### src/rtl/mst_pkg.sv
// shared types and constants for the maximum spanning tree block
`timescale 1ns / 1ps
package mst_pkg;

  localparam int MAX_NODES = 32;
  localparam int MAX_PAIRS = MAX_NODES * (MAX_NODES - 1) / 2;
  localparam int NODE_W    = 5;
  localparam int CNT_W     = $clog2(MAX_PAIRS + 1);
  localparam int ADDR_W    = $clog2(MAX_PAIRS);
  localparam int NC_W      = 6;
  localparam int W_W       = 32;
  localparam int SUM_W     = 48;
  localparam int QDEPTH    = 4;
  localparam int QPTR_W    = $clog2(QDEPTH);

  typedef struct packed {
    logic [NODE_W-1:0]     row_node;
    logic [NODE_W-1:0]     col_node;
    logic signed [W_W-1:0] pair_weight;
    logic                  last_pair;
  } in_item_t;

  typedef struct packed {
    logic [NODE_W-1:0]       edge_from;
    logic [NODE_W-1:0]       edge_to;
    logic signed [W_W-1:0]   edge_weight;
    logic signed [SUM_W-1:0] weight_total;
    logic                    last_edge;
  } out_item_t;

  typedef struct packed {
    logic     vld;
    in_item_t item;
  } q_beat_t;

  typedef enum logic [2:0] {
    ST_LOAD,
    ST_SCAN,
    ST_TAIL,
    ST_DECIDE,
    ST_FLUSH,
    ST_DONE
  } back_state_t;

endpackage

### src/rtl/mst_front.sv
// input side: takes beats and buffers them in a short queue
`timescale 1ns / 1ps
module mst_front (
  input  logic              clk,
  input  logic              rst,
  input  logic              in_valid,
  output logic              in_stall,
  input  mst_pkg::in_item_t in_data,
  output mst_pkg::q_beat_t  q_head,
  input  logic              q_pop
);
  import mst_pkg::*;

  in_item_t            qmem [QDEPTH];
  logic [QPTR_W-1:0]   wr_ptr;
  logic [QPTR_W-1:0]   rd_ptr;
  logic [QPTR_W:0]     count;
  logic                push;
  logic                pop;

  assign in_stall = (count == (QPTR_W+1)'(QDEPTH));
  assign push     = in_valid && !in_stall;
  assign pop      = q_pop && (count != '0);

  assign q_head.vld  = (count != '0);
  assign q_head.item = qmem[rd_ptr];

  always_ff @(posedge clk) begin
    if (push) begin
      qmem[wr_ptr] <= in_data;
    end
  end

  always_ff @(posedge clk) begin
    if (rst) begin
      wr_ptr <= '0;
      rd_ptr <= '0;
      count  <= '0;
    end else begin
      if (push) wr_ptr <= wr_ptr + 1'b1;
      if (pop)  rd_ptr <= rd_ptr + 1'b1;
      if (push && !pop)      count <= count + 1'b1;
      else if (pop && !push) count <= count - 1'b1;
    end
  end

endmodule

### config.mk
export PLATFORM = sky130hd
export DESIGN_NAME = mst_front
export DESIGN_NICKNAME = d
export VERILOG_FILES = /design/src/rtl/mst_pkg.sv /design/src/rtl/mst_front.sv
export SDC_FILE = /design/constraint.sdc
export NUM_CORES = 1
export LEC_CHECK = 0
export CORE_MARGIN = 2
export CORE_UTILIZATION = 50
export CTS_BUF_LIST = sky130_fd_sc_hd__clkbuf_2 sky130_fd_sc_hd__clkbuf_4 sky130_fd_sc_hd__clkbuf_8
export CTS_CLUSTER_DIAMETER = 100
export DETAILED_ROUTE_END_ITERATION = 16
export DONT_BUFFER_PORTS = 1
export PLACE_DENSITY_LB_ADDON = 0.25
export SYNTH_ARGS = -nofsm -noshare
export SYNTH_HDL_FRONTEND = slang
export SYNTH_SLANG_ARGS = --single-unit
### constraint.sdc
create_clock -name clk -period 3.3 [get_ports clk]
set_clock_uncertainty 0.1 [all_clocks]
set_input_delay 0.495 -clock clk [delete_from_list [all_inputs] [get_ports clk]]
set_output_delay 0.495 -clock clk [all_outputs]
set_load 0.005 [all_outputs]
==> run metrics, run 1 <==
Lkg Pwr=around 2.3 nW; family of cells with the greatest summed delay on the critical path=flip-flops; post-cts resize count=0; area of the mapped netlist=0.00672 mm^2; y dimension of the die=120 um; flops & latches, synth=181; initial antenna violation count=0; Clk network pwr share=24.9%; proportion of netlist area held by the largest area contributor=76.9%; outcome=finished clean; number of warning messages in the yosys log=0; count of port buffers added during placement=0; routed wirelength normalized by instance count=approximately 22 um; power per cell area=between 600 and 700 mW/mm^2; power share of the sequential group=a little under three fifths; cell count after synthesis=273; x dimension of the die=about 120 um; CP Capture Type=primary output; Setup CP Type=reg -> out; overall via count from detail_route=~2.7k; final worst-path cycle share=roughly 78%; total power=5.17 mW; slack of the worst reg-to-reg path=1.00 ns; maximum number of pins on one net before global-route repair=25; peak fanout along the critical path=22; row count=between 40 and 50; clock network latency to the later pin of the worst-skew pair=0.45 ns; arrival time of the worst setup path=1.99 ns; Total Routed Length=around 11 mm; number of fill cells=985; EDFF count, synth=172; critical path required time=2.70 ns; delay of the slowest critical-path stage=0.73 ns; total half-perimeter wirelength after legalization and detailed placement=6.52 mm; cells taking the most area after synthesis=edfxtp_1 77%, mux4_2 14%, dfxtp_1 2.7%; maximum ir drop on the vdd rail=roughly 0.00031 V; synthesized netlist net count=~330; detailed-route vias per instance=5.55; share of the yosys chip area belonging to registers=79.5%; DRC violations left=0; setup tns final=0 ns; highest clock rate=approximately 390 MHz; syn_area_per_cell=24.6 um^2; sw power=1.30 mW; Post-synth ARST share=0%; global-route usage over all layers=16.5%; worst path setup slack after routing=roughly 0.71 ns; switching share of power=approximately a quarter; Register-to-Register Path Depth=8; most frequent cell after synthesis=edfxtp_1; Initial DRC Count=roughly 180; Slowest-stage cell, CP=dfxtp_2; minimum clock period=between 2 and 3 ns; clock sink count=approximately 180; ANT nets after route=0; top cells by count, synth=172 x edfxtp_1, 43 x mux4_2, 9 x dfxtp_1; clock transition time at the flip-flop clock pins of the worst setup and hold paths=roughly 0.080 ns; Worst Hold Path Cells=0; cell breakdown of the critical path=buf_4 -> mux4_2; Power Internal=3.86 mW; worst reg2reg path endpoint=count[2]; Final Hold Vio Count=0; hold path endpoint=qmem[3][30]; grt total ovfl=0; distinct cell type count of the synthesized netlist=22; maximum root-to-sink buffer count=2; wire length of the first global-routing pass=16.9 mm; Syn-to-layout area delta=9.98%; cell taking the most area after synthesis=edfxtp_1; portion of total power attributed to combinational logic=18.6%; transition time of the tightest slew-check pin=0.610 ns; die outline area=~0.014 mm^2; final count of negative-setup-slack endpoints=0; number of buffers and inverters on the critical path=1; fraction of final layout cells sized beyond drive strength 1=about 28%; flip-flop cell with the highest count after synthesis=edfxtp_1; critical path launch point type=flop; number of primary I/O pins=92; Pins Over Slew Limit=0; RSZ-0062 raised after global routing=no; initial core utilization=50.9%; number of levels in the clock H-tree=4; Clock Tree Root=clkbuf_8; beginning of the worst hold path=in_data[30]; detailed-routing iteration count for the pre-antenna-repair pass=4; worst rel slew slack=between 50% and 60%; core footprint=0.0132 mm^2; weighted congestion reported at the end of routability-driven placement=0.678; total of max-cap violations=0; vias in the first global route=2975; total CTS buffers=17; Final Net Count=356; worst min-delay path category=in -> reg; worst slack at placement=1.01 ns; launching point of the worst reg2reg path=count[0]; diode insertion count for antenna repair=0; CTS tree=yes
## sequential cells by signal, indices dropped and copies added, names as in the netlist, named ones only
register	count
qmem	172
wr_ptr	2
count	3
rd_ptr	2
## placed cells by master (no fill, tap or decap), types with 3 or more instances in the layout
cell type | Yosys | layout
buf_4 | 0 | 8
inv_1 | 4 | 4
or3_1 | 3 | 3
dfxtp_1 | 9 | 7
clkinvlp_4 | 0 | 3
dlygate4sd3_1 | 0 | 12
xor2_1 | 4 | 4
and2_2 | 0 | 4
mux4_2 | 43 | 43
clkinv_1 | 0 | 5
edfxtp_1 | 172 | 172
clkbuf_8 | 0 | 17
ha_1 | 5 | 5
nor2_1 | 5 | 5
## how the worst max path moves through the flow
stage	start	end	slack, ns	cells after the start
finish	flop	q_head[28]	0.71	2
global route	flop	q_head[28]	0.57	2
CTS	flop	q_head[28]	0.62	2
detailed placement	count[0]	count[2]	1.01	8
global placement	count[0]	count[2]	1.15	8
floorplan	in_valid	qmem[0][0]	0.99	3
## stage by stage
step | area (um^2) | cells | util [%] | hold WS (ns)
floorplan | 6720 | 273 | - | 0.382
global placement | 6930 | 448 | 52.6 | 0.397
detailed placement | 6930 | 448 | 52.6 | 0.404
CTS | 7360 | 488 | 55.8 | 0.000773
global route | 7390 | 491 | 56.0 | 0.000488
finish | 7390 | 491 | 56.0 | 0.0373
## final cells by class
class	count	area (um^2)	area share (%)
Clock buffer	19	249	3.37
Clock inverter	12	90.1	1.22
Multi-Input combinational cell	77	1250	16.9
Timing Repair Buffer	22	220	2.98
Tap cell	176	220	2.98
Inverter	4	15.0	0.203
Sequential cell	181	5350	72.4
## timing repair
| item | in CTS | in global routing |
|---|---|---|
| endpoints found under the hold margin | 30 | 7 |
| setup endpoints to repair | 0 | 0 |
| buffers inserted | 0 | 0 |
| hold buffers | 9 | 3 |
## cell families (layout without fill, tap and decap cells)
logic type / Yosys count / after routing / share of synthesized area (%)
buf+inv: 15 / 57 / 1.99
compound gates: 6 / 6 / 0.614
fa+ha+maj: 6 / 6 / 1.23
flops: 181 / 181 / 79.5
xor+xnor: 4 / 4 / 0.521
mux: 45 / 45 / 14.7
simple gates: 16 / 16 / 1.40
## power by group through the flow
stage	clock (mW)	combinational [mW]	sequential, mW
final	1.29	0.959	2.92
after global routing	1.41	1.05	2.96
after CTS	1.33	0.989	2.93
after detailed placement	0	0.974	2.98
after global placement	0	0.964	2.97
after floorplan	0	0.912	2.87
## layer usage
metal  wire length, um  global-route usage, %  up-vias
met5                 0                      0        -
met4               197                   7.50        0
met3               881                   7.46       17
met2              5180                   24.8       81
met1              4490                   20.6     1431
li1                  -                      -     1198
## worst register-to-register path, stage by stage, from the launching register on
cell and delay [ns]:
dfxtp_1 0.50, nor3b_2 0.12, nor2_2 0.21, ha_1 0.24
inv_1 0.07, fa_1 0.38, xor2_1 0.16, or3_1 0.30
a21oi_1 0.16
Power figures use the tool's default switching activity.
==> run 2, diff against run 1 <==
--- a/config.mk
+++ b/config.mk
@@ -5,6 +5,7 @@
 export SDC_FILE = /design/constraint.sdc
 export NUM_CORES = 1
 export LEC_CHECK = 0
+export ABC_AREA = 1
 export CORE_MARGIN = 2
 export CORE_UTILIZATION = 50
 export CTS_BUF_LIST = sky130_fd_sc_hd__clkbuf_2 sky130_fd_sc_hd__clkbuf_4 sky130_fd_sc_hd__clkbuf_8
==> constraint.sdc (replaced) <==
create_clock -name clk -period 2.7 [get_ports clk]
set_clock_uncertainty 0.1 [all_clocks]
set_input_delay 0.405 -clock clk [delete_from_list [all_inputs] [get_ports clk]]
set_output_delay 0.405 -clock clk [all_outputs]
set_load 0.005 [all_outputs]
==> run 2 against run 1 <==
  * Combinational power rose by 50%
  * Sequential power is 20% higher
  * Core utilization increased by 3.7 points
  * Via count grew 44%
  * Synthesized area is 1.8% higher
  * Worst hold slack worse by 0.0020 ns
  * Cell count grew 46%
  * Critical path depth up 1
  * Worst setup slack lost 0.27 ns
  * Highest routed layer unchanged
  * Sequential cell count is the same
  * Clock power rose by 41%
==> run metrics, run 2 <==
outcome=finished clean; distinct cell type count of the synthesized netlist=19; worst rel slew slack=66.1%; initial antenna violation count=0; number of primary I/O pins=92; DR WL met2=6.63 mm; diode insertion count for antenna repair=0; syn_area_per_cell=14.1 um^2; CTS tree=yes; maximum number of pins on one net before global-route repair=87; weighted congestion reported at the end of routability-driven placement=between 0.7 and 0.8; final worst-path cycle share=between 80% and 90%; top cells by count, synth=172 x edfxtp_1, 100 x nor2_1, 80 x o21ai_0; count of placed standard cells in the final layout, fillers left out=718; cell taking the most area after synthesis=edfxtp_1; Final Hold Vio Count=0; clock network latency to the later pin of the worst-skew pair=0.45 ns; initial core utilization=51.4%; clock sink count=181; Post-synth ARST share=0%; row count=42; Clock Tree Root=clkbuf_8; die outline area=0.0146 mm^2; ANT nets after route=0; flops & latches, synth=about 180; number of warning messages in the yosys log=0; clock transition time at the flip-flop clock pins of the worst setup and hold paths=0.09 ns; Lkg Pwr=2.64 nW; global-route usage over all layers=approximately 19%; setup fix buffers added after clock tree synthesis=0; total of max-cap violations=0; transition time of the tightest slew-check pin=0.509 ns; vias in the first global route=approximately 4k; number of flip-flops in the largest register=172; maximum root-to-sink buffer count=2; routed length on met1=about 5.4 mm; proportion of netlist area held by the largest area contributor=about 76%; DRC violations left=0; Pins Over Slew Limit=0; synthesized netlist net count=537; grt total ovfl=0; total CTS buffers=17; utilization of the core after routing=59.7%; cells taking the most area after synthesis=edfxtp_1 76%, o21ai_0 5.9%, nor2_1 5.5%; Biggest register=qmem; power per cell area=852 mW/mm^2; final count of negative-setup-slack endpoints=0; critical path launch point type=flop; highest clock rate=442 MHz; y dimension of the die=121 um; fraction of final layout cells sized beyond drive strength 1=between 8 and 9%; detailed-routing iteration count for the pre-antenna-repair pass=4; metal3 WL=786 um; cell count after synthesis=484; top flop regs=qmem x172, count x3; core footprint=0.0133 mm^2; routed wirelength normalized by instance count=about 18 um; Highest Signal Layer=met4; leading cell types in the layout, fill and taps excluded=172 x edfxtp_1, 96 x nor2_1, 80 x o21ai_0; detailed-route vias per instance=roughly 5.5; critical path required time=between 2 and 2.5 ns; overall via count from detail_route=3930; arrival time of the worst setup path=1.76 ns; most common library cell in the layout ignoring fill and taps=edfxtp_1; worst hold slack across all endpoints=roughly 0.035 ns; Syn-to-layout area delta=16.1%; flip-flop cell with the highest count after synthesis=edfxtp_1; count of port buffers added during placement=0; post-cts resize count=0; Total Routed Length=12.8 mm; total power=6.77 mW; x dimension of the die=121 um; Final Net Count=582; cell total after placement=between 600 and 700; RSZ-0062 raised after global routing=no; peak fanout along the critical path=24; CP Capture Type=primary output; share of the yosys chip area belonging to registers=78.2%; area of the mapped netlist=about 0.0068 mm^2; worst min-delay path category=in -> reg; EDFF count, synth=172; most frequent cell after synthesis=edfxtp_1; minimum clock period=2.26 ns; setup tns final=0 ns; maximum ir drop on the vdd rail=between 0.0006 and 0.0007 V; Initial DRC Count=331; Setup CP Type=reg -> out; number of levels in the clock H-tree=4; wire length of the first global-routing pass=around 20 mm; total half-perimeter wirelength after legalization and detailed placement=approximately 6.7 mm
## run 2: cell count changes in the layout (fill, tap and decap cells not counted), sizes merged, moves of 3 or more
cell,previous run,this run
or3,3,0
and2,4,0
mux4,43,0
xor2,4,1
nor2,6,100
o21ai,2,87
nand3,0,4
nand2,0,15
o22ai,0,43
dlygate4sd3,12,44
inv,4,18
## run 2: logic make-up after synthesis
kind of cell / after synthesis / share of synthesized area (%)
XOR/XNOR: 1 / 0.128
adder cells (fa/ha/maj): 6 / 1.21
flip-flops: 181 / 78.2
AO/OA/AOI/OAI: 133 / 10.5
buffers and inverters: 43 / 3.27
AND/OR/NAND/NOR: 120 / 6.71
## run 2: repair_timing
action / CTS / global route
hold buffers: 44 / 0
hold endpoints to repair: 177 / 0
setup endpoints to repair: 0 / 0
## run 2: final cells by class
cell class	instances	area, um^2
clock buffer	19	249
timing repair buffer	52	601
inverter	17	63.8
sequential	181	5350
multi-input combinational	260	1300
tap	176	220
clock inverter	13	158
fill	1027	5360
## run 2: power breakdown
group	switching, mW	internal [mW]
Combinational	0.989	0.450
Clock	0.887	0.931
Sequential	0.101	3.41
## run 2: stage by stage
step                setup WS [ns]  cell area (um^2)
floorplan                  -0.312              6840
global placement            0.555              7090
detailed placement          0.483              7090
CTS                         0.372              7940
global route                0.264              7940
finish                      0.439              7940
## run 2: path summary, 6_finish.rpt
| path | startpoint | end | slack [ns] | cells after the start |
|---|---|---|---|---|
| hold / removal | q_pop | flop | 0.04 | 2 |
| setup / recovery | flop | q_head[37] | 0.44 | 3 |
| hold reg to reg | rd_ptr[1] | flop | 0.41 | 2 |
| setup reg to reg | count[1] | count[1] | 0.48 | 9 |
## run 2: layer usage
| metal | GRT usage, % | vias to the layer above |
|---|---|---|
| li1 | - | 1878 |
| met1 | 23.9 | 1944 |
| met2 | 30.3 | 106 |
| met3 | 5.12 | 2 |
| met4 | 6.98 | 0 |
| met5 | 0 | - |
## run 2: critical path, cell delays in order (launching register included)
cell	delay (ns)
dfxtp_2	0.66
buf_12	0.23
o21ai_0	0.11
o22ai_1	0.29
==> run 3, diff against run 2 <==
==> constraint.sdc (replaced) <==
create_clock -name clk -period 2 [get_ports clk]
set_clock_uncertainty 0.1 [all_clocks]
set_input_delay 0.3 -clock clk [delete_from_list [all_inputs] [get_ports clk]]
set_output_delay 0.3 -clock clk [all_outputs]
set_load 0.005 [all_outputs]
==> run 3 against run 2 <==
  * First-iteration DRC count is 2.7% lower
  * Die area stayed put
  * Non-clock buffer count rose by 11
  * Cell count increased by 1.5%
  * Sequential power increased by 35%
  * Sequential cell count is the same
==> run metrics, run 3 (synthesis gave the netlist of run 2 again) <==
outcome=finished clean; area of all sequential standard cells=around 0.0054 mm^2; count of port buffers added during placement=0; critical path launch point type=flop; delay of the slowest critical-path stage=roughly 0.38 ns; Clock Tree Root=clkbuf_8; Final Net Count=593; core footprint=0.0133 mm^2; critical path required time=1.60 ns; Pins Over Slew Limit=0; grt total ovfl=0; Total Routed Length=13.6 mm; number of flip-flops in the largest register=172; power per cell area=1150 mW/mm^2; number of buffers and inverters on the critical path=2; Slowest-stage cell, CP=dfxtp_4; highest clock rate=519 MHz; diode insertion count for antenna repair=0; row count=42; total of max-cap violations=0; Biggest register=qmem; clock network latency to the later pin of the worst-skew pair=0.44 ns; fraction of final layout cells sized beyond drive strength 1=12.5%; total half-perimeter wirelength after legalization and detailed placement=7.53 mm; x dimension of the die=121 um; cell breakdown of the critical path=inv_2 -> buf_4 -> o21ai_0 -> o22ai_1; worst min-delay path category=in -> reg; routed wirelength normalized by instance count=18.7 um; Syn-to-layout area delta=18.8%; overall via count from detail_route=4017; Initial DRC Count=approximately 320; initial core utilization=51.4%; Setup CP Type=reg -> out; cell total after placement=~650; minimum clock period=1.93 ns; peak fanout along the critical path=20; final count of negative-setup-slack endpoints=0; family of cells with the greatest summed delay on the critical path=compound AO/OA/AOI/OAI gates; maximum number of pins on one net before global-route repair=49; arrival time of the worst setup path=1.53 ns; y dimension of the die=121 um; vias in the first global route=4163; number of primary I/O pins=92; leading cell types in the layout, fill and taps excluded=172 x edfxtp_1, 95 x nor2_1, 79 x o21ai_0; initial antenna violation count=0; worst path setup slack after routing=around 0.075 ns; worst hold slack across all endpoints=~0.063 ns; CTS tree=yes; worst rel slew slack=81.3%; number of fill cells=1021; RSZ-0062 raised after global routing=yes; transition time of the tightest slew-check pin=between 0.2 and 0.3 ns; global-route usage over all layers=19.4%; maximum ir drop on the vdd rail=0.000582 V; Final Hold Vio Count=0; top flop regs=qmem x172, count x3; final worst-path cycle share=96.3%; clock sink count=181; count of placed standard cells in the final layout, fillers left out=729; ANT nets after route=0; CP Capture Type=primary output; die outline area=about 0.015 mm^2; combined area of the multi-input logic cells=0.00139 mm^2; worst slack at placement=0.0865 ns; total CTS buffers=17; total power=roughly 9.3 mW; detailed-route vias per instance=5.51; number of levels in the clock H-tree=4; DRC violations left=0; Lkg Pwr=between 2 and 3 nW; most common library cell in the layout ignoring fill and taps=edfxtp_1; detailed-routing iteration count for the pre-antenna-repair pass=5; weighted congestion reported at the end of routability-driven placement=0.714; maximum root-to-sink buffer count=2; clock transition time at the flip-flop clock pins of the worst setup and hold paths=0.08 ns; wire length of the first global-routing pass=21.5 mm
[run 3: cell count changes in the layout (fill, tap and decap cells not counted), sizes merged]
cell and delta:
buf +9, clkinv +2, clkinvlp -2, dlygate4sd3 +2, clkbuf +1, inv -1
[run 3: worst reg2reg max path, delay by kind of cell (launching register included)]
| family | cells | cell delay (ns) |
|---|---|---|
| simple gates | 8 | 0.59 |
| fa+ha+maj | 2 | 0.56 |
| flops | 1 | 0.37 |
| buf+inv | 2 | 0.14 |
[run 3: metrics by stage]
step	TNS, ns	utilization [%]	area, um^2
after floorplan	-59.00	-	6850
after global placement	0	53.8	7160
after CTS	0	60.5	8040
final	0	61.1	8130
after global routing	-0.0896	61.1	8130
after detailed placement	0	53.8	7160
[run 3: what timing repair did]
item,in CTS,in global routing
resized for setup,4,19
hold buffers,46,0
buffers inserted,2,0
endpoints found under the setup margin,42,18
endpoints found under the hold margin,181,0
pin swaps,0,4
[run 3: cell type report]
type	count	share of cell area, %
timing repair buffer	63	8.67
inverter	17	0.785
clock inverter	12	1.68
clock buffer	20	3.16
multi-input combinational	260	17.1
sequential	181	65.9
tap	176	2.71
[run 3: power breakdown]
part           internal, mW  switching [mW]
clock network          1.26            1.17
registers              4.61           0.140
logic                 0.740            1.43
[run 3: layer usage]
layer | part of all wire (%) | GRT usage, % | vias up
li1 | - | - | 1899
met1 | 43 | 24.3 | 1987
met2 | 50 | 32.8 | 125
met3 | 6.1 | 5.69 | 6
met4 | 0.49 | 6.03 | 0
met5 | 0 | 0 | -
[run 3: final timing paths]
check | from | end | slack [ns] | depth (start not counted)
setup / recovery | flop | q_head[22] | 0.07 | 4
setup reg to reg | count[1] | count[2] | 0.15 | 12
hold reg to reg | rd_ptr[1] | flop | 0.40 | 2
hold / removal | in_valid | wr_ptr[1] | 0.06 | 4
